==> config.mk <==
export PLATFORM = sky130hd
export DESIGN_NAME = rv64i_instruction_decoder_unit
export DESIGN_NICKNAME = d
export VERILOG_FILES = /design/src/rvdec_pkg.sv /design/src/rvdec_decode.sv /design/src/rv64i_instruction_decoder_unit.sv
export VERILOG_INCLUDE_DIRS = /design/src /design/src/src
export SDC_FILE = /design/constraint.sdc
export NUM_CORES = 1
export LEC_CHECK = 0
export BUFFER_PORTS_ARGS = -buffer_cell sky130_fd_sc_hd__buf_2
export CAP_MARGIN = 20
export CELL_PAD_IN_SITES_DETAIL_PLACEMENT = 1
export CELL_PAD_IN_SITES_GLOBAL_PLACEMENT = 1
export CORE_MARGIN = 2
export CORE_UTILIZATION = 45
export CTS_CLUSTER_DIAMETER = 150
export DETAILED_ROUTE_END_ITERATION = 16
export PLACE_DENSITY = 0.83
export SYNTH_ARGS = -nofsm -noshare
export SYNTH_HDL_FRONTEND = slang
export SYNTH_SLANG_ARGS = --single-unit
export TNS_END_PERCENT = 20
==> constraint.sdc <==
create_clock -name clock -period 11.1 [get_ports clock]
set_input_delay 2.22 -clock clock [delete_from_list [all_inputs] [get_ports clock]]
set_output_delay 2.22 -clock clock [all_outputs]
set_load 0.01 [all_outputs]
==> src/rv64i_instruction_decoder_unit_defines.svh <==
// Assertion macros shared by the decoder RTL.
`ifndef RV64I_INSTRUCTION_DECODER_UNIT_DEFINES_SVH
`define RV64I_INSTRUCTION_DECODER_UNIT_DEFINES_SVH

`ifndef SYNTHESIS
// Same-cycle implication, checked outside reset.
`define RVDEC_ASSERT_IMPL(label, clk, rst, ante, cons) \
   label: assert property (@(posedge clk) disable iff (rst) (ante) |-> (cons)) \
      else $error("rvdec assertion failed");
// Next-cycle implication, checked outside reset.
`define RVDEC_ASSERT_NEXT(label, clk, rst, ante, cons) \
   label: assert property (@(posedge clk) disable iff (rst) (ante) |=> (cons)) \
      else $error("rvdec assertion failed");
`else
`define RVDEC_ASSERT_IMPL(label, clk, rst, ante, cons)
`define RVDEC_ASSERT_NEXT(label, clk, rst, ante, cons)
`endif

`endif

==> src/rvdec_pkg.sv <==
package rvdec_pkg;

   // Major opcodes (instruction bits 6..0)
   localparam logic [6:0] OPC_SYSTEM = 7'h73;
   localparam logic [6:0] OPC_OP     = 7'h33;
   localparam logic [6:0] OPC_OP_IMM = 7'h13;
   localparam logic [6:0] OPC_LOAD   = 7'h03;
   localparam logic [6:0] OPC_STORE  = 7'h23;
   localparam logic [6:0] OPC_JAL    = 7'h6F;
   localparam logic [6:0] OPC_JALR   = 7'h67;
   localparam logic [6:0] OPC_LUI    = 7'h37;
   localparam logic [6:0] OPC_AUIPC  = 7'h17;
   localparam logic [6:0] OPC_BRANCH = 7'h63;

   // funct3 codes
   localparam logic [2:0] F3_ADD  = 3'd0;
   localparam logic [2:0] F3_SLL  = 3'd1;
   localparam logic [2:0] F3_SLT  = 3'd2;
   localparam logic [2:0] F3_SLTU = 3'd3;
   localparam logic [2:0] F3_XOR  = 3'd4;
   localparam logic [2:0] F3_SR   = 3'd5;
   localparam logic [2:0] F3_OR   = 3'd6;
   localparam logic [2:0] F3_AND  = 3'd7;

   localparam logic [2:0] F3_BEQ  = 3'd0;
   localparam logic [2:0] F3_BNE  = 3'd1;
   localparam logic [2:0] F3_BLT  = 3'd4;
   localparam logic [2:0] F3_BGE  = 3'd5;
   localparam logic [2:0] F3_BLTU = 3'd6;
   localparam logic [2:0] F3_BGEU = 3'd7;

   localparam logic [2:0] F3_SZ_B  = 3'd0;
   localparam logic [2:0] F3_SZ_H  = 3'd1;
   localparam logic [2:0] F3_SZ_W  = 3'd2;
   localparam logic [2:0] F3_SZ_D  = 3'd3;
   localparam logic [2:0] F3_SZ_BU = 3'd4;
   localparam logic [2:0] F3_SZ_HU = 3'd5;
   localparam logic [2:0] F3_SZ_WU = 3'd6;

   localparam logic [2:0] F3_PRIV  = 3'd0;
   localparam logic [2:0] F3_CSRRW = 3'd1;
   localparam logic [2:0] F3_CSRRS = 3'd2;
   localparam logic [2:0] F3_CSRRC = 3'd3;

   typedef enum logic [3:0] {
      ALU_ADD  = 4'd0,
      ALU_SUB  = 4'd1,
      ALU_SLL  = 4'd2,
      ALU_SLT  = 4'd3,
      ALU_SLTU = 4'd4,
      ALU_XOR  = 4'd5,
      ALU_SRL  = 4'd6,
      ALU_SRA  = 4'd7,
      ALU_OR   = 4'd8,
      ALU_AND  = 4'd9
   } alu_op_type;

   typedef enum logic [2:0] {
      WID_NONE   = 3'd0,
      WID_BYTE   = 3'd1,
      WID_HALF   = 3'd2,
      WID_WORD   = 3'd3,
      WID_DOUBLE = 3'd4
   } mem_width_type;

   typedef enum logic [2:0] {
      BR_NONE = 3'd0,
      BR_EQ   = 3'd1,
      BR_NE   = 3'd2,
      BR_LT   = 3'd3,
      BR_GE   = 3'd4,
      BR_LTU  = 3'd5,
      BR_GEU  = 3'd6
   } br_cond_type;

   typedef enum logic [1:0] {
      CSR_NONE = 2'd0,
      CSR_RW   = 2'd1,
      CSR_RS   = 2'd2,
      CSR_RC   = 2'd3
   } csr_op_type;

   // Control flags, msb first so that regwrite lands on bit 0
   typedef struct packed {
      logic csr;
      logic ecall;
      logic unsgn;
      logic auipc;
      logic jalr;
      logic jump;
      logic memwrite;
      logic memread;
      logic useimm;
      logic regwrite;
   } ctrl_flags_type;

   // Decoded instruction record
   typedef struct packed {
      logic [4:0]     dest_reg;
      logic [4:0]     src1_reg;
      logic [4:0]     src2_reg;
      logic [31:0]    imm_value;
      ctrl_flags_type flags;
      alu_op_type     alu_select;
      mem_width_type  access_width;
      br_cond_type    branch_kind;
      csr_op_type     csr_kind;
   } decoded_type;

endpackage

==> src/rvdec_decode.sv <==
module rvdec_decode (
   input  logic [31:0]          instr,
   output rvdec_pkg::decoded_type dec
);
   import rvdec_pkg::*;

   logic [6:0]  opcode;
   logic [2:0]  funct3;
   logic        bit30;
   logic [31:0] imm_i;
   logic [31:0] imm_s;
   logic [31:0] imm_b;
   logic [31:0] imm_u;
   logic [31:0] imm_j;
   alu_op_type  alu_reg;
   alu_op_type  alu_imm;

   assign opcode = instr[6:0];
   assign funct3 = instr[14:12];
   assign bit30  = instr[30];

   // Immediate formats; I, S, B and J sign-extended from bit 31, U zero-filled below
   assign imm_i = {{20{instr[31]}}, instr[31:20]};
   assign imm_s = {{20{instr[31]}}, instr[31:25], instr[11:7]};
   assign imm_b = {{19{instr[31]}}, instr[31], instr[7], instr[30:25], instr[11:8], 1'b0};
   assign imm_u = {instr[31:12], 12'h000};
   assign imm_j = {{11{instr[31]}}, instr[31], instr[19:12], instr[20], instr[30:21], 1'b0};

   // ALU op from funct3; bit 30 picks sub only for register form, sra for both
   always_comb begin
      unique case (funct3)
         F3_ADD:  alu_imm = ALU_ADD;
         F3_SLL:  alu_imm = ALU_SLL;
         F3_SLT:  alu_imm = ALU_SLT;
         F3_SLTU: alu_imm = ALU_SLTU;
         F3_XOR:  alu_imm = ALU_XOR;
         F3_SR:   alu_imm = bit30 ? ALU_SRA : ALU_SRL;
         F3_OR:   alu_imm = ALU_OR;
         default: alu_imm = ALU_AND;
      endcase
      alu_reg = (funct3 == F3_ADD && bit30) ? ALU_SUB : alu_imm;
   end

   // Main decode
   always_comb begin
      dec              = '0;
      dec.dest_reg     = instr[11:7];
      dec.src1_reg     = instr[19:15];
      dec.src2_reg     = instr[24:20];
      dec.alu_select   = ALU_ADD;
      dec.access_width = WID_NONE;
      dec.branch_kind  = BR_NONE;
      dec.csr_kind     = CSR_NONE;

      unique case (opcode)
         OPC_SYSTEM: begin
            if (funct3 == F3_PRIV) begin
               dec.flags.ecall = 1'b1;
            end else begin
               dec.flags.csr = 1'b1;
               dec.imm_value = imm_i;
               case (funct3)
                  F3_CSRRW: dec.csr_kind = CSR_RW;
                  F3_CSRRS: dec.csr_kind = CSR_RS;
                  F3_CSRRC: dec.csr_kind = CSR_RC;
                  default:  dec.csr_kind = CSR_NONE;
               endcase
            end
         end
         OPC_OP: begin
            dec.flags.regwrite = 1'b1;
            dec.alu_select     = alu_reg;
         end
         OPC_OP_IMM: begin
            dec.flags.regwrite = 1'b1;
            dec.flags.useimm   = 1'b1;
            dec.imm_value      = imm_i;
            dec.alu_select     = alu_imm;
         end
         OPC_LOAD: begin
            dec.flags.regwrite = 1'b1;
            dec.flags.useimm   = 1'b1;
            dec.flags.memread  = 1'b1;
            dec.imm_value      = imm_i;
            dec.flags.unsgn    = funct3 inside {F3_SZ_BU, F3_SZ_HU, F3_SZ_WU};
            case (funct3)
               F3_SZ_B, F3_SZ_BU: dec.access_width = WID_BYTE;
               F3_SZ_H, F3_SZ_HU: dec.access_width = WID_HALF;
               F3_SZ_W, F3_SZ_WU: dec.access_width = WID_WORD;
               F3_SZ_D:           dec.access_width = WID_DOUBLE;
               default:           dec.access_width = WID_NONE;
            endcase
         end
         OPC_STORE: begin
            dec.flags.memwrite = 1'b1;
            dec.flags.useimm   = 1'b1;
            dec.imm_value      = imm_s;
            case (funct3)
               F3_SZ_B: dec.access_width = WID_BYTE;
               F3_SZ_H: dec.access_width = WID_HALF;
               F3_SZ_W: dec.access_width = WID_WORD;
               F3_SZ_D: dec.access_width = WID_DOUBLE;
               default: dec.access_width = WID_NONE;
            endcase
         end
         OPC_JAL: begin
            dec.flags.regwrite = 1'b1;
            dec.flags.useimm   = 1'b1;
            dec.flags.jump     = 1'b1;
            dec.imm_value      = imm_j;
         end
         OPC_JALR: begin
            dec.flags.regwrite = 1'b1;
            dec.flags.useimm   = 1'b1;
            dec.flags.jump     = 1'b1;
            dec.flags.jalr     = 1'b1;
            dec.imm_value      = imm_i;
         end
         OPC_LUI: begin
            dec.flags.regwrite = 1'b1;
            dec.flags.useimm   = 1'b1;
            dec.imm_value      = imm_u;
            dec.src1_reg       = 5'd0;
         end
         OPC_AUIPC: begin
            dec.flags.regwrite = 1'b1;
            dec.flags.useimm   = 1'b1;
            dec.flags.auipc    = 1'b1;
            dec.imm_value      = imm_u;
         end
         OPC_BRANCH: begin
            dec.imm_value = imm_b;
            case (funct3)
               F3_BEQ:  dec.branch_kind = BR_EQ;
               F3_BNE:  dec.branch_kind = BR_NE;
               F3_BLT:  dec.branch_kind = BR_LT;
               F3_BGE:  dec.branch_kind = BR_GE;
               F3_BLTU: dec.branch_kind = BR_LTU;
               F3_BGEU: dec.branch_kind = BR_GEU;
               default: dec.branch_kind = BR_NONE;
            endcase
         end
         default: begin
            // unknown opcode: control stays zero
         end
      endcase
   end

endmodule

==> src/rv64i_instruction_decoder_unit.sv <==
// Path: a request is accepted into the input register, decoded, and taken into the
//   result register, where rsp_valid marks it until the receiver takes it.
// Throughput: one instruction per cycle; a full result register that is not
//   taken stalls the input register, which then holds req_ready low.
// Reset: synchronous, active high; clears both stage valid bits, no clearing pass.
`include "rv64i_instruction_decoder_unit_defines.svh"

module rv64i_instruction_decoder_unit (
   input  logic               clock,
   input  logic               reset,
   input  logic               req_valid,
   output logic               req_ready,
   input  logic [31:0]        req_instruction_word,
   output logic               rsp_valid,
   input  logic               rsp_ready,
   output logic [4:0]         rsp_dest_reg,
   output logic [4:0]         rsp_src1_reg,
   output logic [4:0]         rsp_src2_reg,
   output logic signed [31:0] rsp_imm_value,
   output logic [9:0]         rsp_control_flags,
   output logic [3:0]         rsp_alu_select,
   output logic [2:0]         rsp_access_width,
   output logic [2:0]         rsp_branch_kind,
   output logic [1:0]         rsp_csr_kind
);
   import rvdec_pkg::*;

   logic        in_vld_ff;
   logic        in_vld_in;
   logic [31:0] in_word_ff;
   logic        out_vld_ff;
   logic        out_vld_in;
   decoded_type out_ff;
   decoded_type dec;
   logic        out_free;
   logic        advance;

   // Stage handshake: output slot frees when empty or being taken
   assign out_free  = !out_vld_ff || rsp_ready;
   assign advance   = in_vld_ff && out_free;
   assign req_ready = !in_vld_ff || out_free;

   assign in_vld_in  = (req_valid && req_ready) || (in_vld_ff && !out_free);
   assign out_vld_in = advance || (out_vld_ff && !rsp_ready);

   // Valid bits
   always_ff @(posedge clock) begin
      if (reset) begin
         in_vld_ff  <= 1'b0;
         out_vld_ff <= 1'b0;
      end else begin
         in_vld_ff  <= in_vld_in;
         out_vld_ff <= out_vld_in;
      end
   end

   // Payload registers
   always_ff @(posedge clock) begin
      if (req_valid && req_ready) begin
         in_word_ff <= req_instruction_word;
      end
      if (advance) begin
         out_ff <= dec;
      end
   end

   rvdec_decode u_decode (
      .instr (in_word_ff),
      .dec   (dec)
   );

   // Result transaction
   assign rsp_valid         = out_vld_ff;
   assign rsp_dest_reg      = out_ff.dest_reg;
   assign rsp_src1_reg      = out_ff.src1_reg;
   assign rsp_src2_reg      = out_ff.src2_reg;
   assign rsp_imm_value     = out_ff.imm_value;
   assign rsp_control_flags = out_ff.flags;
   assign rsp_alu_select    = out_ff.alu_select;
   assign rsp_access_width  = out_ff.access_width;
   assign rsp_branch_kind   = out_ff.branch_kind;
   assign rsp_csr_kind      = out_ff.csr_kind;

   // Checks
   `RVDEC_ASSERT_NEXT(a_advance_fills_out, clock, reset, advance, out_vld_ff)
   `RVDEC_ASSERT_IMPL(a_stall_only_when_full, clock, reset, !req_ready, in_vld_ff && out_vld_ff)
   `RVDEC_ASSERT_IMPL(a_lui_src1_zero, clock, reset, in_word_ff[6:0] == OPC_LUI, dec.src1_reg == 5'd0)
   `RVDEC_ASSERT_NEXT(a_held_out_stable, clock, reset, out_vld_ff && !rsp_ready, $stable(out_ff))

endmodule

== Word level (Yosys, flattened, before mapping) ==
Cells that the tools add are included.
Word-level totals
  bits of input ports: 36
  register bits: 103
Cells by class
  reduce and logical (&&, ||, !) cells: 24
  bitwise gates (word level): 1
  multiplexer cells: 19
  equality and inequality tests: 17
Operators by type and width (count)
  $pmux W32 S6: 1
  $mux W33: 1
  $eq A7 B7 Y1 const B: 4
  $pmux W4 S7: 1
  $pmux W3 S4: 2
  $eq A7 B6 Y1 const B: 3
  $pmux W3 S6: 1
  $eq A7 B5 Y1 const B: 2
  $reduce_or A7 Y1: 2
  $eq A3 B3 Y1 const B: 4
  $reduce_or A2 Y1: 6
  $mux W1: 9
  $pmux W4 S2: 1
  $eq A7 B2 Y1 const B: 1
  $eq A3 B2 Y1 const B: 2
  $pmux W2 S3: 1
  $pmux W3 S2: 1
  $logic_and A1 B1 Y1: 5
  $logic_not A1 Y1: 4
  $logic_or A1 B1 Y1: 4
  $mux W4: 1
  $eq A3 B1 Y1 const B: 1
  $logic_not A3 Y1: 1
  $reduce_bool A3 Y1: 1
  2 further kinds: 2

== Longest topological paths before layout ==
Gate-level depths: netlist of the first run.
  word-level depth: 5
  gate-level depth with buffers: 6
  mapped depth without buffers: 4

== By module ==
From an unflattened synthesis of the first run, not the netlist that was laid out.
Unflattened totals
  cells, all modules: 253
  area, all modules: 4025.1 um^2
Modules (own cells, without submodules)
  rv64i_instruction_decoder_unit: area each 3136.8 um^2, seq. area each 3072.9 um^2, times used 1, cells each 111
  rvdec_decode: area each 888.4 um^2, seq. area each 0.0 um^2, times used 1, cells each 142

== Worst setup path before layout of the first run ==
No wires, ideal clock.
  path kind: in2reg
  start point: input port rsp_ready
  end point: register out_ff, in the netlist rsp_access_width[0] (enable)
  slack: 5230 ps
  arrival: 5365 ps
  required time: 10595 ps
  stages: 2
  cells stage by stage: nor2b_1 > nor2b_1
Between the ends
  longest elaborated chain between the ends: 2
RTL lines
  start, declared: line rv64i_instruction_decoder_unit.sv:15  | input logic rsp_ready,
  $logic_or A1 B1 Y1: line rv64i_instruction_decoder_unit.sv:39  | assign out_free = !out_vld_ff || rsp_ready;
  $logic_and A1 B1 Y1: line rv64i_instruction_decoder_unit.sv:40  | assign advance = in_vld_ff && out_free;
  via advance: line rv64i_instruction_decoder_unit.sv:36  | logic advance;
  end signal, assigned: line rv64i_instruction_decoder_unit.sv:63  | out_ff <= dec;
  end, declared: line rv64i_instruction_decoder_unit.sv:33  | decoded_type out_ff;
The timed path passes the listed nets, and every way through them passes these cells.
A chain may end at the register's enable or synchronous reset.

== Final worst setup path of the first run ==
  start point: input port rsp_ready
  end point: output port req_ready
Between the ends
  longest elaborated chain between the ends: 2
RTL lines
  $logic_or A1 B1 Y1: line rv64i_instruction_decoder_unit.sv:39
  $logic_or A1 B1 Y1: line rv64i_instruction_decoder_unit.sv:41  | assign req_ready = !in_vld_ff || out_free;
  end, declared: line rv64i_instruction_decoder_unit.sv:12  | output logic req_ready,
No other way between the ends.

==> impl_metrics.toml, run 1 <==
[outcome]
status = "finished clean"

[yosys]
synth_warnings = 0
netlist_area_mm2 = 0.00393
synthFlopType = "edfxtp_1"
synthTopCellsByArea = "edfxtp_1 77%, nand2_1 2.6%, a21o_1 2.1%"
synth_nets = 277
synth-seq-cells = 103
synth_edf_count = 101
yosys.area.top_type = "edfxtp_1"
synthCells = 241
synth_cell_types = 44
syn_avg_cell_area_um2 = 16.3
yosysSeqAreaShare = 0.782
synth_top_area_share = 0.772
synth_async_sr_flop_share = 0

[clocking]
cts_made_buffers = 9
clk_path_buf_depth = 2
postCtsHoldBufs = 0
cts_tree = "built"
clkTransAtPathRegs_ns = 0.10
cts_resized = 0
clk_latency_ns = 0.35
cts_root_buf = "clkbuf_8"
cts_sinks = 103
post-cts-setup-buffers = 0
cts-htree-levels = 3

[min_path]
hold_path.class = "reg -> reg"

[timing]
period_needed_ns = 5.13
rsz0062_at_grt = "no"
fmax_mhz = 195
slew_headroom = 0.390
worst_pin_slew_ns = 0.911
hold_violations = 0
drv_slew = 0
timing.final.crit_share = 0.462
fin_setup_tns_ns = 0
fin_skew_ns = 0.0127
fin_ws_ns = 5.97
setup_violations = 0

[power]
irDropWorstVdd_uv = 70.0
pwr-share-clk = 0.316
power_uw = 743
p_int_uw = 575
power_frac_seq = 0.621
p_per_area_mw_per_mm2 = 156
combPwrFrac = 0.064
p_leak_uw = 0.00187
power_switching_uw = 168
p_sw_frac = 0.226

[detailed_routing]
drc_errors = 0
ant_nets = 0
wire_per_inst_um = 17.2
first_iter_violations = 109
vias = 2375
totalWireLength_um = 8010
firstDrtPassIters = 5
vias_per_cell = 5.11

[place]
routabilityCongestion = 0.835
place_inst = 449
dp_hpwl_um = 5890
pre_cts_ws_ns = 5.96
portBuffers = 106

[global_routing]
grt_max_degree = 70
grt_usage = 0.176
grt_pass1_wl_um = 12800
grt_pass1_vias = 2451
grt_overflow_total = 0
grt_antenna_before_repair = 0

[floorplan]
fp-row-count = 34
io_pins = 107
dieHeight_um = 97.4
die_area_mm2 = 0.00949
coreArea_mm2 = 0.00859
die_x_um = 97.4
initial_core_util = 0.457

[layout]
syn2layout_area_growth_pct = 21.5
layout.nets = 388
fillers = 870
multi_input_comb_area_um2 = 803
stdcell_count = 465
drive_gt1_frac = 0.381
antenna_cells = 0
regArea_mm2 = 0.00307

[worst_setup_path]
cp.required_ns = 8.88
critPathLaunchType = "input port"
worstPathMaxFanout = 4
path_class = "in -> out"
critPathArrivalTime_ns = 2.91
critPathCaptureType = "output port"

[job]
maxCapViolations = 0
==> kinds of logic (layout without fill, tap and decap cells) <==
logic type,count (synthesis),in the layout,share of synthesized area
compound gates,36,36,0.0742
xor+xnor,1,1,0.00223
buf+inv,11,127,0.0150
flops,103,103,0.782
mux,1,1,0.00287
simple gates,89,89,0.123
==> worst max-delay path: stages <==
cell	delay, ns
buf_2	0.10
nor2b_1	0.31
nand2_1	0.13
buf_2	0.16
==> layout make-up <==
cell class	count	share of cell area
flip-flops and latches	103	0.644
multi-input cells	127	0.168
repair buffers	108	0.114
well taps	108	0.0283
clock buffers	9	0.0260
clock inverters	7	0.0165
inverters	3	0.00236
==> power by group through the flow <==
stage	registers [uW]	logic, uW	clock network [uW]
after floorplan	474	19.2	0
after global placement	469	46.6	0
after detailed placement	470	48.4	0
after CTS	461	48.4	241
after global routing	464	51.9	254
final	461	47.5	234
==> cell usage after synthesis (all sizes together) (2+ instances only) <==
cell,number
nor4,3
nor3,7
buf,4
nand2,27
or2,2
nor2b,10
edfxtp,101
or3,3
dfxtp,2
inv,3
a22o,5
and2,7
o211ai,2
nand3,3
a21oi,5
nand2b,3
a21o,11
and3,2
a211oi,2
clkbuf,4
o21ai,5
nor2,17
==> path summary, 6_finish.rpt <==
kind | start | endpoint | slack (ns) | cells after the start
min | in_word_ff[11] | rsp_dest_reg[4] | 0.46 | 0
max | rsp_ready | req_ready | 5.97 | 4
min reg2reg | in_word_ff[11] | rsp_dest_reg[4] | 0.46 | 0
max reg2reg | in_word_ff[6] | rsp_src1_reg[1] | 8.52 | 4
==> routing by layer <==
layer	vias up	GRT usage	share of wire
li1	1129	-	-
met1	1173	0.221	0.40
met2	64	0.300	0.54
met3	9	0.0345	0.042
met4	0	0.0694	0.016
met5	-	0	0
==> metrics by stage <==
stage / area (um^2) / utilization / hold WS, ns
2_1_floorplan: 3930 / - / 0.427
3_3_place_gp: 4570 / 0.532 / 0.434
3_5_place_dp: 4570 / 0.532 / 0.443
4_1_cts: 4770 / 0.555 / 0.467
5_1_grt: 4770 / 0.555 / 0.480
6_report: 4770 / 0.555 / 0.462
==> cell usage in the layout (no fill, tap or decap), types with 4 or more instances in the layout <==
cell      instances
a21o_1           11
edfxtp_1        101
nand2_1          27
a21oi_1           4
and2_1            7
nor2b_1           9
nor3_1            5
a22o_1            5
o21ai_0           4
buf_2           106
nor2_1           16
clkbuf_8          9
(Power assumes the default switching activity.)
==> run 2: changes to the inputs <==
--- a/config.mk
+++ b/config.mk
@@ -6,15 +6,16 @@
 export SDC_FILE = /design/constraint.sdc
 export NUM_CORES = 1
 export LEC_CHECK = 0
+export ABC_AREA = 1
 export BUFFER_PORTS_ARGS = -buffer_cell sky130_fd_sc_hd__buf_2
 export CAP_MARGIN = 20
 export CELL_PAD_IN_SITES_DETAIL_PLACEMENT = 1
 export CELL_PAD_IN_SITES_GLOBAL_PLACEMENT = 1
 export CORE_MARGIN = 2
-export CORE_UTILIZATION = 45
+export CORE_UTILIZATION = 41
 export CTS_CLUSTER_DIAMETER = 150
 export DETAILED_ROUTE_END_ITERATION = 16
-export PLACE_DENSITY = 0.83
+export PLACE_DENSITY = 0.78
 export SYNTH_ARGS = -nofsm -noshare
 export SYNTH_HDL_FRONTEND = slang
 export SYNTH_SLANG_ARGS = --single-unit
==> constraint.sdc (replaced) <==
create_clock -name clock -period 5.37 [get_ports clock]
set_input_delay 1.074 -clock clock [delete_from_list [all_inputs] [get_ports clock]]
set_output_delay 1.074 -clock clock [all_outputs]
set_load 0.01 [all_outputs]
==> impl_metrics.toml, run 2 <==
[global_routing]
grt_use_met3 = 0.0231
grt_antenna_before_repair = 0
grt_pass1_vias = 3122
grt_max_degree = 70
use_met2 = 0.304
grt_busiest_layer = "met2"
grt_usage = 0.179
grt_use_met1 = 0.231
grt_overflow_total = 0
grt_pass1_wl_um = 15600

[power]
combPwrFrac = 0.062
pwr-share-clk = 0.306
p_int_uw = 1160
power_switching_uw = 332
p_per_area_mw_per_mm2 = 291
p_sw_frac = 0.223
irDropWorstVdd_uv = 135
power_frac_seq = 0.631
p_leak_uw = 0.00233

[layout]
fillers = 1179
final_common_cell = "buf_2"
regArea_mm2 = 0.00307
antenna_cells = 0
multi_input_comb_area_mm2 = 0.00100
drive_gt1_frac = 0.291
stdcell_count = 613
syn2layout_area_growth_pct = 18.8
final_cell_mix = "106 x buf_2, 101 x edfxtp_1, 72 x nand2_1"
final_core_util = 0.499
layout.nets = 508

[yosys]
netlist_area_mm2 = 0.00432
synthFlopType = "edfxtp_1"
synth_compound_area_frac = 0.0354
yosys.area_share.adder = 0
synth-seq-cells = 103
yosys.area.top_type = "edfxtp_1"
synth_warnings = 0
synth_nets = 402
synthCells = 366
synth_edf_count = 101
synth_top_family_by_area = "simple AND/OR/NAND/NOR gates"
syn_avg_cell_area_um2 = 11.8
synthTopCellsByArea = "edfxtp_1 70%, nand2_1 6.3%, nand3_1 5.8%"
synth_xor_area_frac = 0
synth_async_sr_flop_share = 0
synth_cell_types = 25
synth_mux_area_frac = 0
yosysMostFrequentCell = "edfxtp_1"
synthSimpleGateAreaFrac = 0.194
synth_top_area_share = 0.702
yosysSeqAreaShare = 0.712
synth_commonest_cells = "101 x edfxtp_1, 72 x nand2_1, 50 x nand3_1"

[place]
place_inst = 597
routabilityCongestion = 0.817
portBuffers = 106
dp_hpwl_um = 7050
pre_cts_ws_ns = 2.72

[worst_setup_path]
cp.required_ns = 4.30
critPathCaptureType = "output port"
slowest_stage = "buf_2"
path_delay_family = "buffers and inverters"
critPathLaunchType = "input port"
rrSetupSlack_ns = 3.30
critPathBufInv = 3
cp_cell_sequence = "buf_2 -> inv_1 -> nand3_1 -> buf_2"
path_class = "in -> out"
max_stage_delay_ns = 0.17
critPathArrivalTime_ns = 1.58
crit_start = "rsp_ready"
cpMostUsedCell = "buf_2"
worstPathMaxFanout = 3
r2r_start = "in_word_ff[3]"

[floorplan]
fp-row-count = 37
die_x_um = 107
die_area_mm2 = 0.0114
coreArea_mm2 = 0.0103
io_pins = 107
dieHeight_um = 107
initial_core_util = 0.420

[detailed_routing]
drc_errors = 0
firstDrtPassIters = 4
first_iter_violations = 165
vias_per_cell = 4.96
ant_nets = 0
wire_per_inst_um = 16.2
totalWireLength_um = 9910
vias = 3039

[clocking]
clk_latency_ns = 0.36
cts_root_buf = "clkbuf_8"
cts-htree-levels = 3
cts_tree = "built"
postCtsHoldBufs = 0
cts_resized = 0
post-cts-setup-buffers = 0
cts_sinks = 103
clkTransAtPathRegs_ns = 0.09
clk_path_buf_depth = 2
cts_made_buffers = 9

[timing]
period_needed_ns = 2.65
setup_violations = 0
fin_ws_ns = 2.72
hold_violations = 0
fin_skew_ns = 0.00978
timing.final.crit_share = 0.494
rsz0062_at_grt = "no"
drv_slew = 0
worst_pin_slew_ns = 0.951
fin_setup_tns_ns = 0
holdWs_ns = 0.501
slew_headroom = 0.365
fmax_mhz = 377

[job]
maxCapViolations = 0

[outcome]
status = "finished clean"

[min_path]
hold_path.class = "reg -> reg"
min_from = "in_word_ff[11]"
## run 2: per-layer routing
layer	share of wire	vias up
li1	-	1478
met1	0.44	1462
met2	0.51	86
met4	0.017	0
met3	0.036	13
met5	0	-
## run 2: final cells by class
cell class              instances  area share
inverters                      42      0.0307
flip-flops and latches        103       0.599
repair buffers                108       0.106
clock inverters                 6      0.0100
well taps                     136      0.0332
clock buffers                  10      0.0249
multi-input cells             208       0.196
## run 2: worst reg2reg max path: stages, from the launching register on
cell and delay (ns):
edfxtp_1 0.45, inv_1 0.10, nand2_1 0.07, nor2_2 0.72, nand3_1 0.32, o21ai_0 0.27
## run 2: power groups by stage
stage          clock (uW)  sequential, uW  combinational [uW]
2_1_floorplan           0             964                44.6
3_3_place_gp            0             959                91.0
3_5_place_dp            0             961                94.4
4_1_cts               467             943                95.1
5_1_grt               489             946                 104
6_report              457             942                93.2
## run 2: logic make-up (layout without fill, tap and decap cells)
kind of cell           after synthesis  after routing
AO/OA/AOI/OAI                       29             29
buffers and inverters               55            166
flip-flops                         103            103
AND/OR/NAND/NOR                    179            179
## run 2: final timing paths
kind,endpoint,cells after the start
worst max-delay path,req_ready,4
worst min-delay path,rsp_dest_reg[4],0
worst max register to register,rsp_access_width[1],5
worst min register to register,rsp_dest_reg[4],0
## run 2: stage by stage
step / instance area [um^2] / power, uW
after floorplan: 4320 / 1010
after global placement: 4950 / 1050
after detailed placement: 4950 / 1060
after CTS: 5130 / 1500
after global routing: 5130 / 1540
final: 5130 / 1490
